==> src/hw/rtl/i2c_register_access_master_top_macros.svh <==
// Assertion macros shared by the I2C register access master RTL.
`ifndef I2C_REGISTER_ACCESS_MASTER_TOP_MACROS_SVH
`define I2C_REGISTER_ACCESS_MASTER_TOP_MACROS_SVH

// Same-cycle implication, sampled on clk, off while rst_n is low.
`define I2CRM_ASSERT_IMPL(lbl, ante, cons, msg) \
  lbl: assert property (@(posedge clk) disable iff (!rst_n) (ante) |-> (cons)) else $error(msg);

// Next-cycle implication, sampled on clk, off while rst_n is low.
`define I2CRM_ASSERT_NEXT(lbl, ante, cons, msg) \
  lbl: assert property (@(posedge clk) disable iff (!rst_n) (ante) |=> (cons)) else $error(msg);

`endif

==> src/hw/rtl/i2crm_pkg.sv <==
// Types and constants for the I2C register access master.
package i2crm_pkg;

  typedef enum logic [4:0] {
    PH_IDLE      = 5'd0,
    PH_START     = 5'd1,
    PH_SEND_DEV  = 5'd2,
    PH_ACK_DEV   = 5'd3,
    PH_SEND_REG  = 5'd4,
    PH_ACK_REG   = 5'd5,
    PH_SEND_DATA = 5'd6,
    PH_ACK_DATA  = 5'd7,
    PH_RSTART    = 5'd8,
    PH_SEND_DEVR = 5'd9,
    PH_ACK_DEVR  = 5'd10,
    PH_READ      = 5'd11,
    PH_NOACK     = 5'd12,
    PH_STOP      = 5'd13,
    PH_RECOVER   = 5'd14
  } phase_t;

  // Configuration register indexes
  localparam logic CFG_RECOVERY  = 1'b0;
  localparam logic CFG_ACK_LIMIT = 1'b1;

  localparam logic [19:0] RECOVERY_RESET  = 20'd10000;
  localparam logic [15:0] ACK_LIMIT_RESET = 16'd0;
  localparam logic [19:0] WAIT_MAX        = 20'hFFFFF;

  localparam int IN_TDATA_W  = 32;
  localparam int OUT_TDATA_W = 16;

  typedef struct packed {
    logic       go;
    logic       mode;
    logic [6:0] device_address;
    logic [7:0] register_address;
    logic [7:0] write_data;
    logic       sda_in;
  } item_t;

  typedef struct packed {
    phase_t      phase;
    logic        half_step;
    logic [2:0]  bit_index;
    logic [7:0]  shift_byte;
    logic        held_mode;
    logic [6:0]  held_device;
    logic [7:0]  held_register;
    logic [7:0]  held_data;
    logic [19:0] wait_count;
    logic        error_seen;
  } seq_state_t;

  typedef struct packed {
    logic       scl_out;
    logic       sda_out;
    logic       busy_res;
    logic       done_res;
    logic [7:0] read_data;
    logic       ack_error;
  } result_t;

endpackage

==> src/hw/rtl/i2crm_step.sv <==
// One bus tick of the I2C transaction sequencer: next state and line levels.
module i2crm_step (
  input  i2crm_pkg::seq_state_t st_i,
  input  i2crm_pkg::item_t      item_i,
  input  logic [19:0]           recovery_ticks_i,
  input  logic [15:0]           ack_wait_limit_i,
  output i2crm_pkg::seq_state_t st_o,
  output i2crm_pkg::result_t    res_o
);

  logic [20:0] wait_inc;
  logic        bit_out;
  logic        ack_timeout;
  logic        recover_end;
  logic        finish;
  logic [7:0]  mask;

  function automatic i2crm_pkg::seq_state_t enter(i2crm_pkg::seq_state_t s,
                                                  i2crm_pkg::phase_t p);
    i2crm_pkg::seq_state_t r;
    r            = s;
    r.phase      = p;
    r.half_step  = 1'b0;
    r.bit_index  = 3'd0;
    r.wait_count = '0;
    return r;
  endfunction

  assign wait_inc    = {1'b0, st_i.wait_count} + 21'd1;
  assign mask        = 8'h80 >> st_i.bit_index;
  assign bit_out     = st_i.shift_byte[3'd7 - st_i.bit_index];
  assign ack_timeout = (ack_wait_limit_i != 16'd0) && (wait_inc >= {5'd0, ack_wait_limit_i});
  assign recover_end = wait_inc >= {1'b0, recovery_ticks_i};

  always_comb begin
    st_o           = st_i;
    finish         = 1'b0;
    res_o.scl_out  = 1'b1;
    res_o.sda_out  = 1'b1;
    res_o.busy_res = 1'b1;
    res_o.done_res = 1'b0;
    res_o.read_data = 8'd0;
    res_o.ack_error = 1'b0;

    unique case (st_i.phase)
      i2crm_pkg::PH_IDLE: begin
        res_o.busy_res = 1'b0;
        if (item_i.go) begin
          st_o               = enter(st_i, i2crm_pkg::PH_START);
          st_o.held_mode     = item_i.mode;
          st_o.held_device   = item_i.device_address;
          st_o.held_register = item_i.register_address;
          st_o.held_data     = item_i.write_data;
          st_o.error_seen    = 1'b0;
          res_o.busy_res     = 1'b1;
        end
      end
      i2crm_pkg::PH_START, i2crm_pkg::PH_RSTART: begin
        res_o.scl_out = (st_i.bit_index != 3'd0);
        res_o.sda_out = (st_i.bit_index != 3'd2);
        if (st_i.bit_index >= 3'd2) begin
          if (st_i.phase == i2crm_pkg::PH_RSTART) begin
            st_o            = enter(st_i, i2crm_pkg::PH_SEND_DEVR);
            st_o.shift_byte = {st_i.held_device, 1'b1};
          end else begin
            st_o            = enter(st_i, i2crm_pkg::PH_SEND_DEV);
            st_o.shift_byte = {st_i.held_device, 1'b0};
          end
        end else begin
          st_o.bit_index = st_i.bit_index + 3'd1;
        end
      end
      i2crm_pkg::PH_SEND_DEV, i2crm_pkg::PH_SEND_REG,
      i2crm_pkg::PH_SEND_DATA, i2crm_pkg::PH_SEND_DEVR: begin
        res_o.sda_out = bit_out;
        res_o.scl_out = st_i.half_step;
        if (!st_i.half_step) begin
          st_o.half_step = 1'b1;
        end else if (st_i.bit_index == 3'd7) begin
          case (st_i.phase)
            i2crm_pkg::PH_SEND_DEV:  st_o = enter(st_i, i2crm_pkg::PH_ACK_DEV);
            i2crm_pkg::PH_SEND_REG:  st_o = enter(st_i, i2crm_pkg::PH_ACK_REG);
            i2crm_pkg::PH_SEND_DATA: st_o = enter(st_i, i2crm_pkg::PH_ACK_DATA);
            default:                 st_o = enter(st_i, i2crm_pkg::PH_ACK_DEVR);
          endcase
        end else begin
          st_o.half_step = 1'b0;
          st_o.bit_index = st_i.bit_index + 3'd1;
        end
      end
      i2crm_pkg::PH_ACK_DEV, i2crm_pkg::PH_ACK_REG,
      i2crm_pkg::PH_ACK_DATA, i2crm_pkg::PH_ACK_DEVR: begin
        if (!st_i.half_step) begin
          res_o.scl_out  = 1'b0;
          st_o.half_step = 1'b1;
        end else if (!item_i.sda_in) begin
          case (st_i.phase)
            i2crm_pkg::PH_ACK_DEV: begin
              st_o            = enter(st_i, i2crm_pkg::PH_SEND_REG);
              st_o.shift_byte = st_i.held_register;
            end
            i2crm_pkg::PH_ACK_REG: begin
              if (st_i.held_mode) begin
                st_o = enter(st_i, i2crm_pkg::PH_RSTART);
              end else begin
                st_o            = enter(st_i, i2crm_pkg::PH_SEND_DATA);
                st_o.shift_byte = st_i.held_data;
              end
            end
            i2crm_pkg::PH_ACK_DATA: st_o = enter(st_i, i2crm_pkg::PH_STOP);
            default: begin
              st_o            = enter(st_i, i2crm_pkg::PH_READ);
              st_o.shift_byte = 8'd0;
            end
          endcase
        end else if (ack_timeout) begin
          st_o            = enter(st_i, i2crm_pkg::PH_STOP);
          st_o.error_seen = 1'b1;
        end else if (st_i.wait_count < i2crm_pkg::WAIT_MAX) begin
          st_o.wait_count = wait_inc[19:0];
        end
      end
      i2crm_pkg::PH_READ: begin
        res_o.scl_out = st_i.half_step;
        if (!st_i.half_step) begin
          st_o.half_step = 1'b1;
        end else begin
          if (item_i.sda_in) st_o.shift_byte = st_i.shift_byte | mask;
          st_o.half_step = 1'b0;
          if (st_i.bit_index == 3'd7) begin
            st_o            = enter(st_o, i2crm_pkg::PH_NOACK);
          end else begin
            st_o.bit_index = st_i.bit_index + 3'd1;
          end
        end
      end
      i2crm_pkg::PH_NOACK: begin
        res_o.scl_out = st_i.half_step;
        if (!st_i.half_step) st_o.half_step = 1'b1;
        else st_o = enter(st_i, i2crm_pkg::PH_STOP);
      end
      i2crm_pkg::PH_STOP: begin
        res_o.scl_out = (st_i.bit_index != 3'd0);
        res_o.sda_out = (st_i.bit_index == 3'd2);
        if (st_i.bit_index >= 3'd2) begin
          if (!st_i.held_mode && recovery_ticks_i != 20'd0) begin
            st_o = enter(st_i, i2crm_pkg::PH_RECOVER);
          end else begin
            finish = 1'b1;
          end
        end else begin
          st_o.bit_index = st_i.bit_index + 3'd1;
        end
      end
      i2crm_pkg::PH_RECOVER: begin
        if (recover_end) finish = 1'b1;
        else st_o.wait_count = wait_inc[19:0];
      end
      default: begin
        // unused phase code: back to idle with lines released
        res_o.busy_res = 1'b0;
        st_o           = enter(st_i, i2crm_pkg::PH_IDLE);
      end
    endcase

    if (finish) begin
      res_o.done_res  = 1'b1;
      res_o.ack_error = st_i.error_seen;
      res_o.read_data = (st_i.held_mode && !st_i.error_seen) ? st_i.shift_byte : 8'd0;
      st_o            = enter(st_o, i2crm_pkg::PH_IDLE);
    end
  end

endmodule

==> src/hw/rtl/i2c_register_access_master_top.sv <==
// Top level of the I2C register access master: beat pipeline around the sequencer.
//
//  channel  dir  handshake                 payload
//  in_      in   in_tvalid / in_tready     in_tdata (go, addresses, data, sda_in), in_tuser (mode)
//  out_     out  out_tvalid / out_tready   out_tdata (scl, sda, busy, done, read_data, ack_error)
//  cfg_     in   cfg_valid / cfg_ready     cfg_addr (register index), cfg_data
//
//  One input beat is one bus tick and yields exactly one output beat.
//  Sustained rate is one beat per clock while out_tready holds high; a beat passes
//  through the input register, then the sequencer step into the result register.
//  A stalled out_tready holds the result register; the input register takes one
//  more beat only if it is empty, then in_tready drops.
//  rst_n is synchronous, active low; it returns the sequencer to idle and loads
//  the register reset values. cfg_ready is always high.
`include "i2c_register_access_master_top_macros.svh"

module i2c_register_access_master_top (
  input  logic        clk,
  input  logic        rst_n,
  input  logic        in_tvalid,
  output logic        in_tready,
  // [0] go, [7:1] device_address, [15:8] register_address,
  // [23:16] write_data, [24] sda_in, [31:25] zero
  input  logic [31:0] in_tdata,
  // [0] mode
  input  logic        in_tuser,
  output logic        out_tvalid,
  input  logic        out_tready,
  // [0] scl_out, [1] sda_out, [2] busy_res, [3] done_res,
  // [11:4] read_data, [12] ack_error, [15:13] zero
  output logic [15:0] out_tdata,
  input  logic        cfg_valid,
  output logic        cfg_ready,
  input  logic        cfg_addr,
  input  logic [19:0] cfg_data
);

  logic                  in_valid_r;
  i2crm_pkg::item_t      in_item_r;
  logic                  out_valid_r;
  i2crm_pkg::result_t    res_r;
  i2crm_pkg::seq_state_t state_r;
  i2crm_pkg::seq_state_t state_nxt;
  i2crm_pkg::result_t    res_nxt;
  logic [19:0]           recovery_ticks_r;
  logic [15:0]           ack_wait_limit_r;
  logic                  adv_ok;
  logic                  fire;
  i2crm_pkg::item_t      in_item;

  assign adv_ok    = !out_valid_r || out_tready;
  assign fire      = in_valid_r && adv_ok;
  assign in_tready = !in_valid_r || adv_ok;
  assign cfg_ready = 1'b1;

  assign in_item.go               = in_tdata[0];
  assign in_item.mode             = in_tuser;
  assign in_item.device_address   = in_tdata[7:1];
  assign in_item.register_address = in_tdata[15:8];
  assign in_item.write_data       = in_tdata[23:16];
  assign in_item.sda_in           = in_tdata[24];

  i2crm_step u_step (
    .st_i             (state_r),
    .item_i           (in_item_r),
    .recovery_ticks_i (recovery_ticks_r),
    .ack_wait_limit_i (ack_wait_limit_r),
    .st_o             (state_nxt),
    .res_o            (res_nxt)
  );

  // control registers
  always_ff @(posedge clk) begin
    if (!rst_n) begin
      in_valid_r               <= 1'b0;
      out_valid_r              <= 1'b0;
      // all-zero state is the idle phase
      state_r                  <= '0;
      recovery_ticks_r         <= i2crm_pkg::RECOVERY_RESET;
      ack_wait_limit_r         <= i2crm_pkg::ACK_LIMIT_RESET;
    end else begin
      if (in_tready) in_valid_r <= in_tvalid;
      if (adv_ok) out_valid_r <= in_valid_r;
      if (fire) state_r <= state_nxt;
      if (cfg_valid && cfg_ready) begin
        unique case (cfg_addr)
          i2crm_pkg::CFG_RECOVERY:  recovery_ticks_r <= cfg_data;
          i2crm_pkg::CFG_ACK_LIMIT: ack_wait_limit_r <= cfg_data[15:0];
          default: ;
        endcase
      end
    end
  end

  // payload registers
  always_ff @(posedge clk) begin
    if (in_tvalid && in_tready) in_item_r <= in_item;
    if (fire) res_r <= res_nxt;
  end

  assign out_tvalid = out_valid_r;
  assign out_tdata  = {3'd0, res_r.ack_error, res_r.read_data, res_r.done_res,
                       res_r.busy_res, res_r.sda_out, res_r.scl_out};

  `I2CRM_ASSERT_IMPL(a_done_busy, out_valid_r && res_r.done_res, res_r.busy_res,
                     "done without busy")
  `I2CRM_ASSERT_IMPL(a_err_done, out_valid_r && res_r.ack_error, res_r.done_res,
                     "ack_error off the done beat")
  `I2CRM_ASSERT_IMPL(a_rdata_done, out_valid_r && (res_r.read_data != 8'd0),
                     res_r.done_res && !res_r.ack_error, "read_data outside a good done beat")
  `I2CRM_ASSERT_NEXT(a_idle_hold,
                     fire && (state_r.phase == i2crm_pkg::PH_IDLE) && !in_item_r.go,
                     state_r.phase == i2crm_pkg::PH_IDLE, "left idle without go")
  `I2CRM_ASSERT_NEXT(a_done_idle, fire && res_nxt.done_res,
                     (state_r.phase == i2crm_pkg::PH_IDLE) && out_valid_r && res_r.done_res,
                     "done did not return to idle")

endmodule
==> config.mk <==
export PLATFORM = sky130hd
export DESIGN_NAME = i2c_register_access_master_top
export DESIGN_NICKNAME = d
export VERILOG_FILES = /design/src/hw/rtl/i2crm_pkg.sv /design/src/hw/rtl/i2crm_step.sv /design/src/hw/rtl/i2c_register_access_master_top.sv
export VERILOG_INCLUDE_DIRS = /design/src /design/src/hw/rtl
export SDC_FILE = /design/constraint.sdc
export NUM_CORES = 1
export LEC_CHECK = 0
export ABC_AREA = 1
export BUFFER_PORTS_ARGS = -buffer_cell sky130_fd_sc_hd__buf_2
export CELL_PAD_IN_SITES_DETAIL_PLACEMENT = 0
export CELL_PAD_IN_SITES_GLOBAL_PLACEMENT = 2
export CORE_MARGIN = 2
export CORE_UTILIZATION = 30
export CTS_CLUSTER_SIZE = 10
export DETAILED_ROUTE_END_ITERATION = 16
export GPL_TIMING_DRIVEN = 0
export HOLD_SLACK_MARGIN = 0.08
export PLACE_DENSITY = 0.76
export SKIP_LAST_GASP = 1
export SLEW_MARGIN = 20
export SYNTH_ARGS = -nofsm -noshare
export SYNTH_HDL_FRONTEND = slang
export SYNTH_SLANG_ARGS = --single-unit
==> constraint.sdc <==
create_clock -name clk -period 6.2 [get_ports clk]
set_input_delay 1.24 -clock clk [delete_from_list [all_inputs] [get_ports clk]]
set_output_delay 1.24 -clock clk [all_outputs]
set_load 0.03 [all_outputs]
Word level (Yosys, flattened, before mapping) --
Index checks and enable logic that the tools add are counted. Widths: inputs -> output; s select.
Storage, ports and cells: flip-flop bits (word level) 139, bits of input ports 59, output and inout bits 19, word-level logic and storage cells 151
Cells by class: add/sub/neg operators 3, $lt $le $gt $ge 5, equal/unequal tests 32, shift operators 1, mux-type cells 54, bitwise gates (word level) 2, reduce and logical (&&, ||, !) cells 28
Operators with widths (number):
- $pmux 61 s3 | 2
- $pmux 41 s8 | 1
- $mux 62 | 4
- $mux 56 | 4
- $pmux 20 s8 | 1
- $mux 53 | 3
- $mux 61 | 2
- $mux 20 | 3
- $mux 41 | 1
- $eq 5x4->1 const B | 7
- $reduce_and 13->1 | 2
- $mux 5 | 5
- $add 20x1->21 const B | 1
- $ge 21x16->1 | 1
- $ge 21x20->1 | 1
- $mux 21 | 1
- $eq 5x3->1 const B | 4
- $lt 20x20->1 const B | 1
- $reduce_bool 20->1 | 1
- $mux 6 | 3
- $ne 3x2->1 const B | 6
- $mux 8 | 2
- $reduce_bool 16->1 | 1
- $ne 3x1->1 const B | 5
- other kinds (37) | 63

Logic depth before layout (Yosys ltp) --
depth in word-level cells 8, mapped depth 30, depth with buffers taken out 30

Hierarchy --
A second synthesis with hierarchy kept.
Unflattened totals: cell total of the unflattened synthesis 1492, area, all modules 9614.2 um^2
Modules (own cells, without submodules):
- i2c_register_access_master_top | times used 1, cells an instance 623, area an instance 5296.3 um^2, seq. area each 3173.0 um^2
- i2crm_step | times used 1, cells an instance 869, area an instance 4317.9 um^2, seq. area each 0.0 um^2

Worst setup path before layout --
Ideal clock, no wire load.
kind register to register, from register state_r[1] in the netlist's numbering, to register state_r[1] in the netlist's numbering, library setup time 114 ps, arrival 2802 ps, required time 6086 ps, setup slack 3284 ps, stages on the path, launching flop included 24, path buffers 1, clock period less this slack 2916 ps, cell sequence dfxtp_1 -> ha_1 -> nand2_1 -> nor2_4 -> nand2_2 -> nor2_1 -> nand2_1 -> xor2_1 -> ha_1 -> nand2_1 -> nor2_1 -> nand2_1 -> nor2_1 -> nor2_1 -> nand2_1 -> nor2_1 -> nand3_2 -> o21bai_4 -> nand3_2 -> nand4_2 -> buf_6 -> nand2_1 -> nand2_1 -> nor2_1
Between the ends: longest elaborated chain between the ends 8, elaborated cells between the ends (all ways) 27, classes of those cells 1 x add/sub; 3 x order compare; 12 x eq/ne; 9 x mux; 2 x reduce/logical
RTL lines:
- start: declaration | RTL line i2c_register_access_master_top.sv:42 | i2crm_pkg::seq_state_t state_r;
- start signal: assignment | RTL line i2c_register_access_master_top.sv:84 | if (fire) state_r <= state_nxt;
- $add 20x1->21 | RTL line i2crm_step.sv:29 | assign wait_inc = {1'b0, st_i.wait_count} + 21'd1;
- $ge 21x16->1 | RTL line i2crm_step.sv:32 | assign ack_timeout = (ack_wait_limit_i != 16'd0) && (wait_inc >= {5'd0, ack_wait_limit_i});
- $logic_and 1x1->1 | RTL line i2crm_step.sv:32
- $mux 20 | RTL line i2crm_step.sv:116 | end else if (ack_timeout) begin
- $mux 62 | RTL line i2crm_step.sv:96 | end else if (!item_i.sda_in) begin
- $mux 56 | RTL line i2crm_step.sv:93 | if (!st_i.half_step) begin
- $pmux 20 s8 | RTL line i2crm_step.sv:45 | unique case (st_i.phase)
- $mux 62 | RTL line i2crm_step.sv:166 | if (finish) begin
Several ways; a longest one is shown, not always the timed one. The select of a mux whose other input is x is not followed. A chain may end at the register's enable or synchronous reset.

Worst setup path after layout --
from register state_r[1] in the netlist's numbering, to register state_r[20] in the netlist's numbering
Same word-level chain as after synthesis.

==> out/qor.tcl <==
set qor(routed_len_inst_um) 15.5
set qor(cts_repair_resize_count) 0
set qor(r2r.worst_path.cells) 22
set qor(floorplan.io_pins) 78
set qor(cts.sinks) 138
set qor(worstHoldPathCells) 2
set qor(dr_total_vias) 6537
set qor(critical_path.top_delay_family) {simple AND/OR/NAND/NOR gates}
set qor(place.gp.congestion) 0.836
set qor(core.rowCount) 57
set qor(cts.reportedPaths.clkPinSlew_ps) 60
set qor(route.final.wire_length_mm) 22.1
set qor(buffers_inserted_during_post_cts_setup_optimization) 0
set qor(power.static_leakage_nw) 3.90
set qor(viasPerCell) 4.58
set qor(vdd_ir_drop_max_mv) 0.160
set qor(synth_enable_flop_cells) 39
set qor(global_route_wire_length_before_repair_mm) 35.4
set qor(max_cap_viol_count) 0
set qor(r2r_start) {state_r[1]}
set qor(clock_tree_from_tritoncts) {yes}
set qor(rsz0062_at_grt) {no}
set qor(globalRoute.totalOverflow) 0
set qor(cpPeakStageDelay_ps) 600
set qor(worstSetupEndpointType) {register}
set qor(min_period_over_period_pct) 63.0
set qor(firstDrtPassIters) 5
set qor(route.detailed.drc) 0
set qor(timing.setup.critical_path_class) {reg2reg}
set qor(clockRootBuffer) {sky130_fd_sc_hd__clkbuf_16}
set qor(hold_start) {state_r[25]}
set qor(ys_async_sr_fraction_pct) 0
set qor(pre_cts_slack_ps) 2320
set qor(grt_start_max_net_pins) 27
set qor(setup_viol) 0
set qor(vias_in_the_first_global_route) 6369
set qor(postSynth.topFlopCell) {sky130_fd_sc_hd__dfxtp_1}
set qor(postSynthCellCount) 1005
set qor(fin_tns_setup_ps) 0
set qor(chipWidth_um) 162
set qor(detailed_place.area_um2) 8270
set qor(die_h_um) 162
set qor(critical_path_slowest_stage_cell) {sky130_fd_sc_hd__dfxtp_1}
set qor(placement.io_buffers) 65
set qor(pwr_density_cell_nw_per_um2) 340
set qor(h-tree-depth) 4
set qor(core_area_um2) 24500
set qor(sequence_of_cells_on_the_critical_path) {ha_1, nand2_1, nor2_4, nand2_2, nor2_1, nand2_1, xor2_1, ha_1, nand2_1, nor2_1, nand2_1, nor2_1, nor2_1, nand2_1, nor2_1, nand3_2, o21bai_4, nand2_4, nand2_4, buf_4, a21oi_1, nor2_1}
set qor(critical_path.n_buffers_inverters) 1
set qor(cp_data_arrival_time_ps) 4270
set qor(antenna-diode-count) 0
set qor(layout_min_cycle_time_ps) 3900
set qor(clock_insertion_delay_worst_skew_ps) 430
set qor(die-area_um2) 26400
set qor(worst_slack_ps) 2300
set qor(clock_path_buffers) 2
set qor(synth_sequential_area_ratio_pct) 41.9
set qor(totalPowerFinal_mw) 3.03
set qor(crit_top_cell) {sky130_fd_sc_hd__nor2_1}
set qor(ys_ff_latch) 138
set qor(final-hold-violation-count) 0
set qor(fin_worst_skew_ps) 11.6
set qor(placed_cells) 1396
set qor(outcome) {completed}
set qor(max_slew_margin_pct) 33.4
set qor(cts.hold.buffers_added) 0
set qor(drive_above_1_share_pct) 13.6
set qor(syn_area_um2) 7530
set qor(hold_path_end) {state_r[25]}
set qor(r2r_end) {state_r[20]}
set qor(initial_core_utilization_pct) 30.8
set qor(detail_route.iter0.violations) 375
set qor(yosys_warnings) 0
set qor(cts-buffers-inserted) 17
set qor(worst_slew_pin_slew_ps) 998
set qor(timing.reg2reg.setup_slack_ps) 2300
set qor(syn_to_final_growth_pct) 18.4
set qor(critical_path_peak_fanout) 10
set qor(fin_cells) 1428
set qor(cp_data_required_time_ps) 6570
set qor(post_synth_num_cell_types) 48
set qor(fmaxAchievable_ghz) 0.256
set qor(syn_avg_cell_area_um2) 7.50
set qor(worstSetupStartpointType) {register}
set qor(final_max_slew_viol_count) 0
set qor(grt_antenna_before_repair) 1
set qor(grtUsageTotal_pct) 17.5
set qor(dp_hpwl_mm) 17.0
set qor(final_antenna_net_count) 0
set qor(finalInstanceArea_um2) 8920
set qor(hold_path_class) {reg2reg}
set qor(finish.net_count) 1192
[worst max-delay path by stage]
stage / start / to / slack [ps] / cells past startpoint
floorplan: state_r[1] / state_r[1] / 3280 / 23
global placement: state_r[1] / state_r[9] / 2310 / 22
detailed placement: state_r[1] / state_r[9] / 2320 / 22
CTS: state_r[1] / state_r[9] / 2290 / 22
global route: state_r[1] / state_r[9] / 1830 / 22
finish: state_r[1] / state_r[20] / 2300 / 22
[registers in the layout, summed over array words and instances (netlist names)]
| signal | count |
|---|---|
| state_r | 61 |
| out_tdata | 13 |
| recovery_ticks_r | 20 |
| out_tvalid | 1 |
| ack_wait_limit_r | 16 |
| in_item_r | 26 |
| in_valid_r | 1 |
[synthesized netlist by cell type, types with 3 or more instances]
| cell | number | area share (%) |
|---|---|---|
| sky130_fd_sc_hd__a211oi_1 | 8 | 0.80 |
| sky130_fd_sc_hd__a21boi_0 | 3 | 0.30 |
| sky130_fd_sc_hd__a21oi_1 | 117 | 7.8 |
| sky130_fd_sc_hd__buf_2 | 6 | 0.40 |
| sky130_fd_sc_hd__buf_4 | 8 | 0.80 |
| sky130_fd_sc_hd__buf_6 | 3 | 0.45 |
| sky130_fd_sc_hd__clkbuf_1 | 17 | 0.85 |
| sky130_fd_sc_hd__dfxtp_1 | 99 | 26 |
| sky130_fd_sc_hd__edfxtp_1 | 39 | 16 |
| sky130_fd_sc_hd__ha_1 | 42 | 7.0 |
| sky130_fd_sc_hd__inv_1 | 131 | 6.5 |
| sky130_fd_sc_hd__inv_2 | 8 | 0.40 |
| sky130_fd_sc_hd__nand2_1 | 233 | 12 |
| sky130_fd_sc_hd__nand2_2 | 4 | 0.33 |
| sky130_fd_sc_hd__nand3_1 | 29 | 1.9 |
| sky130_fd_sc_hd__nand3_2 | 6 | 0.80 |
| sky130_fd_sc_hd__nand4_1 | 10 | 0.83 |
| sky130_fd_sc_hd__nor2_1 | 117 | 5.8 |
| sky130_fd_sc_hd__nor2_2 | 3 | 0.25 |
| sky130_fd_sc_hd__nor2_4 | 5 | 0.75 |
| sky130_fd_sc_hd__nor3_1 | 5 | 0.33 |
| sky130_fd_sc_hd__o211ai_1 | 7 | 0.70 |
| sky130_fd_sc_hd__o21ai_0 | 51 | 3.4 |
| sky130_fd_sc_hd__o22ai_1 | 7 | 0.58 |
| sky130_fd_sc_hd__o31ai_1 | 5 | 0.50 |
| sky130_fd_sc_hd__xor2_1 | 12 | 1.4 |
[stage by stage]
stage	hold WS (ps)	utilization, %
floorplan	430	-
CTS	462	36.5
global route	483	36.5
finish	465	36.5
global placement	448	33.8
detailed placement	452	33.8
[layer usage]
layer  GRT usage (%)  vias up  share of wire (%)
met5               0        -              0.059
met4            4.51        2                1.3
met3            3.11       20                3.4
met2            25.0      115                 40
met1            26.8     2949                 55
li1                -     3451                  -
[worst reg2reg max path, cell delays in order (launching register included)]
cell	delay, ps
sky130_fd_sc_hd__dfxtp_1	600
sky130_fd_sc_hd__ha_1	270
sky130_fd_sc_hd__nand2_1	90
sky130_fd_sc_hd__nor2_4	160
sky130_fd_sc_hd__nand2_2	150
sky130_fd_sc_hd__nor2_1	190
sky130_fd_sc_hd__nand2_1	90
sky130_fd_sc_hd__xor2_1	330
sky130_fd_sc_hd__ha_1	320
sky130_fd_sc_hd__nand2_1	120
sky130_fd_sc_hd__nor2_1	60
sky130_fd_sc_hd__nand2_1	50
sky130_fd_sc_hd__nor2_1	50
sky130_fd_sc_hd__nor2_1	160
sky130_fd_sc_hd__nand2_1	70
sky130_fd_sc_hd__nor2_1	120
sky130_fd_sc_hd__nand3_2	90
sky130_fd_sc_hd__o21bai_4	230
sky130_fd_sc_hd__nand2_4	140
sky130_fd_sc_hd__nand2_4	160
sky130_fd_sc_hd__buf_4	210
sky130_fd_sc_hd__a21oi_1	100
sky130_fd_sc_hd__nor2_1	80
[layout make-up]
cell class                 count  area (um2)
clock inverter                15         221
fill                        2665       15500
buffer                        34         188
inverter                     141         529
tap                          324         405
multi-input combinational    694        3670
clock buffer                  17         425
timing repair buffer          65         325
sequential                   138        3150
[cells by family (layout without fill, tap and decap cells)]
| kind of cell | after synthesis | after routing | share of synthesized area, % |
|---|---|---|---|
| other cells | 2 | 4 | 0.0997 |
| buf+inv | 175 | 272 | 9.52 |
| xor+xnor | 13 | 13 | 1.61 |
| flops | 138 | 138 | 41.9 |
| compound gates | 210 | 210 | 15.4 |
| simple gates | 425 | 425 | 24.6 |
| fa+ha+maj | 42 | 42 | 6.98 |
[layout by cell type (no fill, tap or decap), drive strengths merged, types with 2 or more instances in the layout]
| cell type | n |
|---|---|
| o31ai | 5 |
| a31oi | 2 |
| clkbuf | 34 |
| a211oi | 8 |
| nand3 | 36 |
| nor2 | 126 |
| ha | 42 |
| o22ai | 7 |
| clkinv | 3 |
| a21boi | 3 |
| nor4 | 2 |
| o211ai | 7 |
| conb | 4 |
| inv | 149 |
| buf | 82 |
| a21oi | 117 |
| o21bai | 3 |
| nand3b | 2 |
| nand2 | 239 |
| nand4 | 12 |
| nor3 | 6 |
| dfxtp | 99 |
| o21ai | 54 |
| xor2 | 13 |
| edfxtp | 39 |
| bufinv | 3 |
[power by group]
part / total (mW) / switching, mW / internal, mW
registers: 1.08 / 0.0623 / 1.02
logic: 0.814 / 0.542 / 0.272
clock network: 1.13 / 0.473 / 0.661
total: 3.03 / 1.08 / 1.95
Power figures use the tool's default switching activity.
